**src/design/segmented_tx_byte_queue_defines.svh**
```systemverilog
// ---------------------------------------------------------------------------
// Segmented transmit byte queue: assertion macros
// Shared property forms for clk/rst based checks.
// ---------------------------------------------------------------------------
`ifndef SEGMENTED_TX_BYTE_QUEUE_DEFINES_SVH
`define SEGMENTED_TX_BYTE_QUEUE_DEFINES_SVH

// same-cycle implication
`define SEGTXQ_ASSERT_IMPL(label, ante, cons, msg) \
  label: assert property (@(posedge clk) disable iff (rst) (ante) |-> (cons)) \
    else $error(msg);

// next-cycle implication
`define SEGTXQ_ASSERT_NEXT(label, ante, cons, msg) \
  label: assert property (@(posedge clk) disable iff (rst) (ante) |=> (cons)) \
    else $error(msg);

`endif

```
**src/design/segtxq_pkg.sv**
```systemverilog
// ---------------------------------------------------------------------------
// Segmented transmit byte queue: package
// Sizes, codes and beat types shared by the queue modules.
// ---------------------------------------------------------------------------
package segtxq_pkg;

  localparam int QUEUE_DEPTH = 256;
  localparam int SEG_MAX     = 32;

  localparam int ADDR_W = $clog2(QUEUE_DEPTH);
  localparam int FILL_W = $clog2(QUEUE_DEPTH + 1);
  localparam int LEN_W  = $clog2(SEG_MAX + 1);
  localparam int CNT_W  = 16;
  localparam int SENT_W = 29;

  localparam logic [SENT_W-1:0] SENT_STOP = 29'h0FFF_FFFF;
  localparam logic [CNT_W-1:0]  CNT_MAX   = 16'hFFFF;

  typedef enum logic {
    MODE_PUSH    = 1'b0,
    MODE_SERVICE = 1'b1
  } mode_t;

  typedef enum logic [1:0] {
    STATUS_OK    = 2'd0,
    STATUS_RETRY = 2'd1,
    STATUS_ERROR = 2'd2,
    STATUS_RSVD  = 2'd3
  } status_t;

  typedef enum logic [1:0] {
    S_IDLE,
    S_PRIME,
    S_SEND
  } state_t;

  typedef struct packed {
    logic       mode;
    logic [7:0] data_byte;
    logic       kick;
    logic       link_free;
    logic [1:0] start_status;
  } item_t;

  typedef struct packed {
    logic              seg_valid;
    logic [7:0]        seg_byte;
    logic              seg_last;
    logic              byte_accepted;
    logic              segment_started;
    logic [FILL_W-1:0] pending_count;
    logic [CNT_W-1:0]  drop_count;
    logic [CNT_W-1:0]  error_count;
    logic [SENT_W-1:0] sent_count;
  } result_t;

endpackage

```
**src/design/segtxq_ram.sv**
```systemverilog
// ---------------------------------------------------------------------------
// Segmented transmit byte queue: byte store
// One write port, one read port, registered read data.
// ---------------------------------------------------------------------------
module segtxq_ram (
  input  logic                          clk,
  input  logic                          we,
  input  logic [segtxq_pkg::ADDR_W-1:0] waddr,
  input  logic [7:0]                    wdata,
  input  logic [segtxq_pkg::ADDR_W-1:0] raddr,
  output logic [7:0]                    rdata
);
  import segtxq_pkg::*;

  logic [7:0] mem [QUEUE_DEPTH];

  always_ff @(posedge clk) begin
    if (we) begin
      mem[waddr] <= wdata;
    end
    rdata <= mem[raddr];
  end

endmodule

```
**src/design/segmented_tx_byte_queue.sv**
```systemverilog
// ---------------------------------------------------------------------------
// Segmented transmit byte queue
// Byte FIFO with segment peek, retry and saturating status counters.
// ---------------------------------------------------------------------------
// Usage: the item channel (item_valid/item_ready/item) carries push or
// service beats; the result channel (result_valid/result_ready/result)
// returns result beats with the counters after the step.
// A push without a transfer gives one result beat, registered, in the cycle
// after acceptance; with the receiver ready one item is taken per cycle.
// A transfer attempt emits min(fill, 32) byte beats: S_PRIME primes the store
// read, then one beat per cycle while the receiver is ready, set by the single
// read port of the byte store. Items are held off until the last segment beat is loaded.
// Reset clears pointers, fill level and counters; stored bytes are not
// cleared and need no clearing pass.
// When the receiver stalls, the result register holds its beat, the store
// read is repeated in place and no new item is taken.
// ---------------------------------------------------------------------------
module segmented_tx_byte_queue (
  input  logic                clk,
  input  logic                rst,
  input  logic                item_valid,
  output logic                item_ready,
  input  segtxq_pkg::item_t   item,
  output logic                result_valid,
  input  logic                result_ready,
  output segtxq_pkg::result_t result
);
  import segtxq_pkg::*;

  `include "segmented_tx_byte_queue_defines.svh"

  state_t            state, state_next;
  logic [ADDR_W-1:0] rd_ptr, rd_ptr_next;
  logic [ADDR_W-1:0] wr_ptr, wr_ptr_next;
  logic [FILL_W-1:0] fill_level, fill_level_next;
  logic [CNT_W-1:0]  drop_total, drop_total_next;
  logic [CNT_W-1:0]  err_total, err_total_next;
  logic [SENT_W-1:0] sent_total, sent_total_next;
  logic [ADDR_W-1:0] seg_ptr, seg_ptr_next;
  logic [LEN_W-1:0]  seg_cnt, seg_cnt_next;
  logic              acc_flag, acc_flag_next;
  logic              start_flag, start_flag_next;
  logic              result_valid_next;
  result_t           result_next;

  logic              accept, is_push, full, push_ok, attempt, pop, out_free, out_load;
  logic [FILL_W-1:0] fill_push;
  logic [LEN_W-1:0]  seg_len;
  logic [ADDR_W-1:0] raddr;
  logic [7:0]        rdata;

  segtxq_ram u_ram (
    .clk   (clk),
    .we    (accept && push_ok),
    .waddr (wr_ptr),
    .wdata (item.data_byte),
    .raddr (raddr),
    .rdata (rdata)
  );

  assign out_free   = !result_valid || result_ready;
  assign item_ready = (state == S_IDLE) && out_free;
  assign accept     = item_valid && item_ready;
  assign is_push    = item.mode == MODE_PUSH;
  assign full       = fill_level == FILL_W'(QUEUE_DEPTH);
  assign push_ok    = is_push && !full;
  assign fill_push  = fill_level + FILL_W'(push_ok);
  assign attempt    = (!is_push || item.kick) && item.link_free && (fill_push != '0);
  assign seg_len    = (fill_push > FILL_W'(SEG_MAX)) ? LEN_W'(SEG_MAX)
                                                     : fill_push[LEN_W-1:0];
  assign pop        = attempt && (item.start_status == STATUS_OK);

  always_comb begin
    rd_ptr_next     = rd_ptr;
    wr_ptr_next     = wr_ptr;
    fill_level_next = fill_level;
    drop_total_next = drop_total;
    err_total_next  = err_total;
    sent_total_next = sent_total;
    if (accept) begin
      if (push_ok) begin
        wr_ptr_next = wr_ptr + ADDR_W'(1);
      end else if (is_push && (drop_total < CNT_MAX)) begin
        drop_total_next = drop_total + CNT_W'(1);
      end
      fill_level_next = fill_push;
      if (pop) begin
        rd_ptr_next     = rd_ptr + ADDR_W'(seg_len);
        fill_level_next = fill_push - FILL_W'(seg_len);
        if (sent_total < SENT_STOP) begin
          sent_total_next = sent_total + SENT_W'(seg_len);
        end
      end else if (attempt && (item.start_status == STATUS_ERROR) &&
                   (err_total < CNT_MAX)) begin
        err_total_next = err_total + CNT_W'(1);
      end
    end
  end

  always_comb begin
    state_next        = state;
    seg_ptr_next      = seg_ptr;
    seg_cnt_next      = seg_cnt;
    acc_flag_next     = acc_flag;
    start_flag_next   = start_flag;
    raddr             = seg_ptr;
    out_load          = 1'b0;
    result_next       = result;
    result_valid_next = result_valid && !result_ready;
    unique case (state)
      S_IDLE: begin
        if (accept) begin
          acc_flag_next   = push_ok;
          start_flag_next = pop;
          if (attempt) begin
            seg_ptr_next = rd_ptr;
            seg_cnt_next = seg_len;
            state_next   = S_PRIME;
          end else begin
            out_load                    = 1'b1;
            result_next.seg_valid       = 1'b0;
            result_next.seg_byte        = '0;
            result_next.seg_last        = 1'b1;
            result_next.byte_accepted   = push_ok;
            result_next.segment_started = 1'b0;
            result_next.pending_count   = fill_level_next;
            result_next.drop_count      = drop_total_next;
            result_next.error_count     = err_total_next;
            result_next.sent_count      = sent_total_next;
          end
        end
      end
      S_PRIME: begin
        state_next = S_SEND;
      end
      S_SEND: begin
        if (out_free) begin
          out_load                    = 1'b1;
          raddr                       = seg_ptr + ADDR_W'(1);
          seg_ptr_next                = seg_ptr + ADDR_W'(1);
          seg_cnt_next                = seg_cnt - LEN_W'(1);
          result_next.seg_valid       = 1'b1;
          result_next.seg_byte        = rdata;
          result_next.seg_last        = seg_cnt == LEN_W'(1);
          result_next.byte_accepted   = acc_flag;
          result_next.segment_started = start_flag;
          result_next.pending_count   = fill_level;
          result_next.drop_count      = drop_total;
          result_next.error_count     = err_total;
          result_next.sent_count      = sent_total;
          if (seg_cnt == LEN_W'(1)) begin
            state_next = S_IDLE;
          end
        end
      end
      default: begin
        state_next = S_IDLE;
      end
    endcase
    if (out_load) begin
      result_valid_next = 1'b1;
    end
  end

  always_ff @(posedge clk) begin
    if (rst) begin
      state        <= S_IDLE;
      rd_ptr       <= '0;
      wr_ptr       <= '0;
      fill_level   <= '0;
      drop_total   <= '0;
      err_total    <= '0;
      sent_total   <= '0;
      seg_cnt      <= '0;
      result_valid <= 1'b0;
    end else begin
      state        <= state_next;
      rd_ptr       <= rd_ptr_next;
      wr_ptr       <= wr_ptr_next;
      fill_level   <= fill_level_next;
      drop_total   <= drop_total_next;
      err_total    <= err_total_next;
      sent_total   <= sent_total_next;
      seg_cnt      <= seg_cnt_next;
      result_valid <= result_valid_next;
    end
  end

  always_ff @(posedge clk) begin
    seg_ptr    <= seg_ptr_next;
    acc_flag   <= acc_flag_next;
    start_flag <= start_flag_next;
    result     <= result_next;
  end

  `SEGTXQ_ASSERT_IMPL(a_busy_blocks_items, state != S_IDLE, !item_ready,
                      "item taken while a segment is in flight")
  `SEGTXQ_ASSERT_IMPL(a_send_count, state == S_SEND, seg_cnt != '0,
                      "segment beat count exhausted in send")
  `SEGTXQ_ASSERT_IMPL(a_ptr_fill, 1'b1, (wr_ptr - rd_ptr) == fill_level[ADDR_W-1:0],
                      "pointers disagree with fill level")
  `SEGTXQ_ASSERT_NEXT(a_drop_holds_wr, accept && is_push && full, wr_ptr == $past(wr_ptr),
                      "write pointer moved on a dropped byte")

endmodule

```
**config.mk**
```make
export PLATFORM = sky130hd
export DESIGN_NAME = segmented_tx_byte_queue
export DESIGN_NICKNAME = d
export VERILOG_FILES = /design/src/design/segtxq_pkg.sv /design/src/design/segtxq_ram.sv /design/src/design/segmented_tx_byte_queue.sv
export VERILOG_INCLUDE_DIRS = /design/src /design/src/design
export SDC_FILE = /design/constraint.sdc
export NUM_CORES = 2
export LEC_CHECK = 0
export BUFFER_PORTS_ARGS = -buffer_cell sky130_fd_sc_hd__buf_2
export CORE_ASPECT_RATIO = 0.9
export CORE_MARGIN = 5
export CORE_UTILIZATION = 45
export CTS_CLUSTER_DIAMETER = 150
export DETAILED_ROUTE_END_ITERATION = 12
export PLACE_DENSITY = 0.68
export SYNTH_ARGS = -nofsm -noshare
export SYNTH_HDL_FRONTEND = slang
export SYNTH_HIERARCHICAL = 1
export SYNTH_SLANG_ARGS = --single-unit
export TNS_END_PERCENT = 100
```
**constraint.sdc**
```tcl
create_clock -name clk -period 6.8 [get_ports clk]
set_input_delay 0.68 -clock clk [delete_from_list [all_inputs] [get_ports clk]]
set_output_delay 0.68 -clock clk [all_outputs]
set_load 0.02 [all_outputs]
```
# Yosys cells after proc, flatten, opt, wreduce, memory -nomap -nowiden
# Memories as Yosys holds them, arrays and structs flattened. A register that Yosys moved wholly into a read port is not among the register bits.
# Index checks and enable logic that the tools add are counted.
totals:
  wordCells: 110
  mem_count: 1
  ram_bits: 2048
  regBits: 187
mem_list:
  columns: ["memory", "depth", "word_bits", "read_ports", "rd_clocked_by_memory_dff", "write_ports", "line", "rtl"]
  rows:
  - ["u_ram.mem", 256, 8, 1, 1, 1, "segtxq_ram.sv:15", "logic [7:0] mem [QUEUE_DEPTH];"]
op_classes:
  magnitude_cmp: 4
  bitwise: 1
  muxes: 37
  n_reduce_logical: 27
  n_eq_ne: 10
  n_addsub: 9
ops:
  columns: ["cell", "n"]
  rows:
  - ["82-bit 2-to-1 mux", 3]
  - ["82-bit case mux with 2 select lines", 1]
  - ["16-bit 2-to-1 mux", 6]
  - ["29-bit 2-to-1 mux", 3]
  - ["16-bit by 1-bit adder with 16-bit output (second input constant)", 2]
  - ["16-bit less-than comparator (second input constant)", 2]
  - ["8-bit 2-to-1 mux", 4]
  - ["29-bit by 6-bit adder with 29-bit output", 1]
  - ["29-bit by 28-bit less-than comparator with 1-bit output (second input constant)", 1]
  - ["6-bit 2-to-1 mux", 4]
  - ["9-bit 2-to-1 mux", 2]
  - ["8-bit by 1-bit adder with 8-bit output (second input constant)", 2]
  - ["8-bit case mux with 2 select lines", 1]
  - ["6-bit case mux with 2 select lines", 1]
  - ["4-bit AND reduction", 3]
  - ["1-bit logical AND", 11]
  - ["2-bit inequality test (second input constant)", 5]
  - ["9-bit by 1-bit adder with 9-bit output", 1]
  - ["9-bit equality test (second input constant)", 1]
  - ["9-bit by 6-bit > comparator with 1-bit output (second input constant)", 1]
  - ["9-bit nonzero test", 1]
  - ["9-bit by 6-bit subtractor with 9-bit output", 1]
  - ["8-bit by 6-bit adder with 8-bit output", 1]
  - ["2-bit 2-to-1 mux", 4]
  - ["14 further kinds", 26]

# Longest topological paths before layout
logic_depth:
  word_depth: 14
  depth_mapped: 21
  depth_no_buf: 19

# By module
# The synthesis kept the hierarchy.
by_module_without_submodules:
  columns: ["module", "cells_per_inst", "area_each_um2", "instances", "seq_area_each_um2"]
  rows:
  - ["segtxq_ram", 3733, 79556.3, 1, 61659.1]
  - ["segmented_tx_byte_queue", 848, 8902.3, 1, 4664.5]

# Worst setup path before layout
# OpenSTA, ideal clock, no wires.
synth_path:
  kind: "reg-to-reg"
  start: "register fill_level[4]"
  end: "register result[0] in the netlist's numbering (enable)"
  setup_ps: 549
  required_time_ps: 6251
  setup_slack_ps: -527
  arrival_time_ps: 6778
  stages_incl_launch_ff: 14
  path_buffers: 2
  synth_period_minus_slack_ps: 7327
  cell_sequence: "dfxtp_1 buf_4 nor4_4 a31oi_2 ha_1 ha_1 buf_2 and3_1 a2111oi_0 o311a_2 inv_4 nor2_1 o21ai_0 a21oi_1"
synth_between:
  elab_chain_cells: 8
synth_rtl:
  columns: ["item", "line", "rtl"]
  rows:
  - ["start, declared", "segmented_tx_byte_queue.sv:35", "logic [FILL_W-1:0] fill_level, fill_level_next;"]
  - ["start signal, assigned", "segmented_tx_byte_queue.sv:180", "fill_level <= fill_level_next;"]
  - ["9-bit equality test", "segmented_tx_byte_queue.sv:65", "assign full = fill_level == FILL_W'(QUEUE_DEPTH);"]
  - ["1-bit logical NOT", "segmented_tx_byte_queue.sv:66", "assign push_ok = is_push && !full;"]
  - ["1-bit logical AND", "segmented_tx_byte_queue.sv:66", null]
  - ["net push_ok", "segmented_tx_byte_queue.sv:46", "logic accept, is_push, full, push_ok, attempt, pop, out_free, out_load;"]
  - ["9-bit by 1-bit adder with 9-bit output", "segmented_tx_byte_queue.sv:67", "assign fill_push = fill_level + FILL_W'(push_ok);"]
  - ["9-bit nonzero test", "segmented_tx_byte_queue.sv:68", "assign attempt = (!is_push || item.kick) && item.link_free && (fill_push != '0);"]
  - ["1-bit logical AND", "segmented_tx_byte_queue.sv:68", null]
  - ["2-bit inequality test (no line)", null, null]
  - ["4-bit AND reduction (no line)", null, null]
  - ["end signal, assigned", "segmented_tx_byte_queue.sv:193", "result <= result_next;"]
  - ["end, declared", "segmented_tx_byte_queue.sv:26", "output segtxq_pkg::result_t result"]
# The timed path passes the listed nets, and every way through them passes these cells.
# A chain may end at the register's enable or synchronous reset.

==> metrics.csv <==
stage;metric;value;unit
run_status;outcome;complete, no violations;
drt;viasPerCell;6.15;
timing;finalSetupTns;0;ns
die;start_util;0.452;
timing;fmax;171;MHz
cells_and_area;syn2layout_area_growth;11.4;%
cells_and_area;drive_gt1_frac;0.203;
timing;fin_skew;0.0660;ns
pwr;clkPwrFrac;0.396;
pwr;pwr-share-comb;0.084;
synth;async_flop_share;0;
timing;tightest_slew;1.38;ns
global_routing;grt_use_met1;0.303;
drt;drtAntennaViolNets;0;
global_routing;grt_usage;0.205;
cells_and_area;layout_common_cells;2140 x edfxtp_1, 454 x mux4_2, 336 x nor2_1;
place;pre_cts_slack;0.944;ns
place;placedCellCount;7083;
die;coreArea;196000;um2
pwr;switching_power;6640;uW
timing;period_needed;5.84;ns
synth;yosys_warnings;6;
pwr;power_density;298;nW/um2
cells_and_area;fin_nets;4760;
timing;setup_viol;0;
clocking;cts_tree;built;
die;row_count;154;
synth;synth_cell_types;87;
setup_path;reg2reg_from;fill_level[2];
synth;synthCells;4581;
global_routing;grt_pass1_vias;44900;
clocking;ctsHoldBuffers;0;
setup_path;worstPathArrival;6.43;ns
setup_path;cp.required;7.39;ns
global_routing;grt_use_met3;0.0427;
timing;hold_violations;0;
clocking;cts.sinks;2243;
clocking;post_cts_resized;0;
global_routing;grt_max_degree;192;
drt;dr_total_vias;45900;
timing;finalWorstSetupSlack;0.956;ns
timing;post-route-period-util;0.859;
global_routing;antenna_found_initial;0;
clocking;root_buffer;clkbuf_16;
clocking;clkTransAtPathRegs;0.06;ns
cells_and_area;final_common_cell;edfxtp_1;
timing;rsz0062_at_grt;false;
pwr;swShare;0.226;
die;die-area;206000;um2
synth;syn_avg_cell_area;19.3;um2
place;portBuffers;100;
clocking;cts_buffers;209;
clocking;cts_setup_buffers;0;
global_routing;grt_pass1_wl;313000;um
pwr;p_leak;0.0308;uW
synth;synth_area;88500;um2
synth;seq_area_frac_synth;0.750;
job;maxCapViolations;0;
die;pin_count;101;
pwr;irDropWorstVdd;256;uV
drt;routedWlPerCell;28.6;um
worst_hold_path;hold_path_class;in -> reg;
drt;wl;214000;um
global_routing;use_met2;0.313;
place;hpwl;128000;um
synth;synth-main-ff-cell;edfxtp_1;
worst_hold_path;hold_start;rst;
die;die_w;477;um
setup_path;crit_start;fill_level[2];
drt;drt_iter0_drc;5761;
clocking;clockBufferDepth;3;
place;gp_congestion;0.845;
setup_path;path_class;reg -> reg;
pwr;p_seq_frac;0.520;
setup_path;path_max_fanout;12;
clocking;clock_latency;0.85;ns
die;die_h;431;um
cells_and_area;final_cells;7469;
synth;synth-edff-count;2140;
drt;drtPass1Iterations;6;
synth;syn-num-nets;4621;
synth;synth_seq_cells;2243;
setup_path;cp-end-kind;register;
global_routing;top_usage_layer;met2;
timing;fin_hold_ws;0.229;ns
clocking;htree_levels;4;
global_routing;gr-total-overflow;0;
cells_and_area;final_core_util;0.504;
setup_path;worst_setup_path_start_kind;register;
timing;timing.slew.headroom;0.0686;
pwr;p_int;22800;uW
drt;drc;0;
timing;final_max_slew_viol_count;0;
[cells in the mapped netlist (6+ instances only)]
cell	instances	area share
a2111oi_0	9	0.00089
a211oi_1	25	0.0021
a21boi_0	6	0.00051
a21oi_1	118	0.0067
a221oi_1	13	0.0013
a22o_1	9	0.00089
a22oi_1	135	0.011
a31oi_1	10	0.00071
and2_1	21	0.0015
and3_1	13	0.00092
buf_1	24	0.0010
buf_12	8	0.0018
buf_2	38	0.0021
buf_4	28	0.0024
buf_6	22	0.0028
buf_8	13	0.0022
clkbuf_1	137	0.0058
dfxtp_1	103	0.023
edfxtp_1	2140	0.73
ha_1	21	0.0030
inv_1	24	0.0010
mux2_2	13	0.0017
mux2i_1	142	0.016
mux4_2	454	0.12
nand2_1	101	0.0043
nand2b_1	13	0.00092
nand3_1	68	0.0038
nand4_1	33	0.0023
nor2_1	339	0.014
nor2b_1	95	0.0067
nor3_1	44	0.0025
nor4_1	32	0.0023
o211ai_1	15	0.0013
o21a_1	7	0.00059
o21ai_0	43	0.0024
o221ai_1	46	0.0046
o22ai_1	28	0.0020
or2_2	7	0.00050
or3_1	6	0.00042
xnor2_1	44	0.0044
xor2_1	37	0.0037
[state kept, by name (all words and copies together), names as in the netlist, 8 cells and up]
register / count
u_ram/rdata: 8
seg_ptr: 8
err_total: 16
u_ram/mem: 2048
drop_total: 16
fill_level: 9
rd_ptr: 8
sent_total: 29
wr_ptr: 8
result: 82
[final timing paths]
| check | end | slack [ns] | cells past startpoint |
|---|---|---|---|
| setup / recovery | result[12] | 0.96 | 19 |
| hold / removal | sent_total[17] | 0.23 | 2 |
| setup reg to reg | result[12] | 0.96 | 19 |
| hold reg to reg | seg_cnt[5] | 0.49 | 2 |
[per-layer routing]
metal	routed length, um	vias to the layer above
met4	6050	0
met5	0	-
met2	98500	2396
met1	88300	24100
met3	21000	351
li1	-	19000
[cells by family (layout without fill, tap and decap cells)]
kind of cell / Yosys count / count (layout) / synth area share
adders and majority gates: 23 / 23 / 0.00342
muxes: 611 / 611 / 0.134
xor gates and xnor gates: 81 / 81 / 0.00802
other: 1 / 2 / 0.0000424
and+or+nand+nor: 809 / 809 / 0.0445
buffers and inverters: 298 / 611 / 0.0194
AOI/OAI and AO/OA: 515 / 515 / 0.0409
DFF: 2243 / 2243 / 0.750
[power groups by stage]
stage | Sequential (uW) | Combinational (uW) | Clock [uW]
after global routing | 15300 | 2600 | 12500
after global placement | 15600 | 2440 | 0
final | 15300 | 2470 | 11600
after floorplan | 15600 | 1530 | 0
after detailed placement | 15600 | 2470 | 0
after CTS | 15300 | 2470 | 11800
[critical path: stages (launching register included)]
cell and delay (ns):
dfxtp_1 0.61, nor4_4 0.09, a31oi_2 0.30, ha_1 0.32, ha_1 0.38, nand3_1 0.23
nor4_1 0.48, nor3_1 0.22, a21oi_1 0.36, and2_1 0.27, ha_1 0.19, inv_1 0.06
fa_1 0.42, nor2b_1 0.13, o21ai_0 0.10, a21boi_0 0.27, o21ai_1 0.29, a211oi_2 0.60
a21bo_2 0.24, nand2_1 0.05
[metrics by stage]
stage | total power [uW] | cell area [um2]
final | 29400 | 98600
after global routing | 30400 | 98600
after CTS | 29600 | 98600
after detailed placement | 18100 | 91800
after global placement | 18000 | 91800
after floorplan | 17100 | 88500
[final cells by class]
cell class                 count  area, um2
multi-input combinational   2040      20600
inverter                      28        108
antenna                        1       2.50
timing repair buffer         198       1550
tap                         2574       3220
clock inverter               108       1240
sequential                  2243      66300
clock buffer                 277       5580
fill                       15300      97000
(Power assumes the default switching activity.)
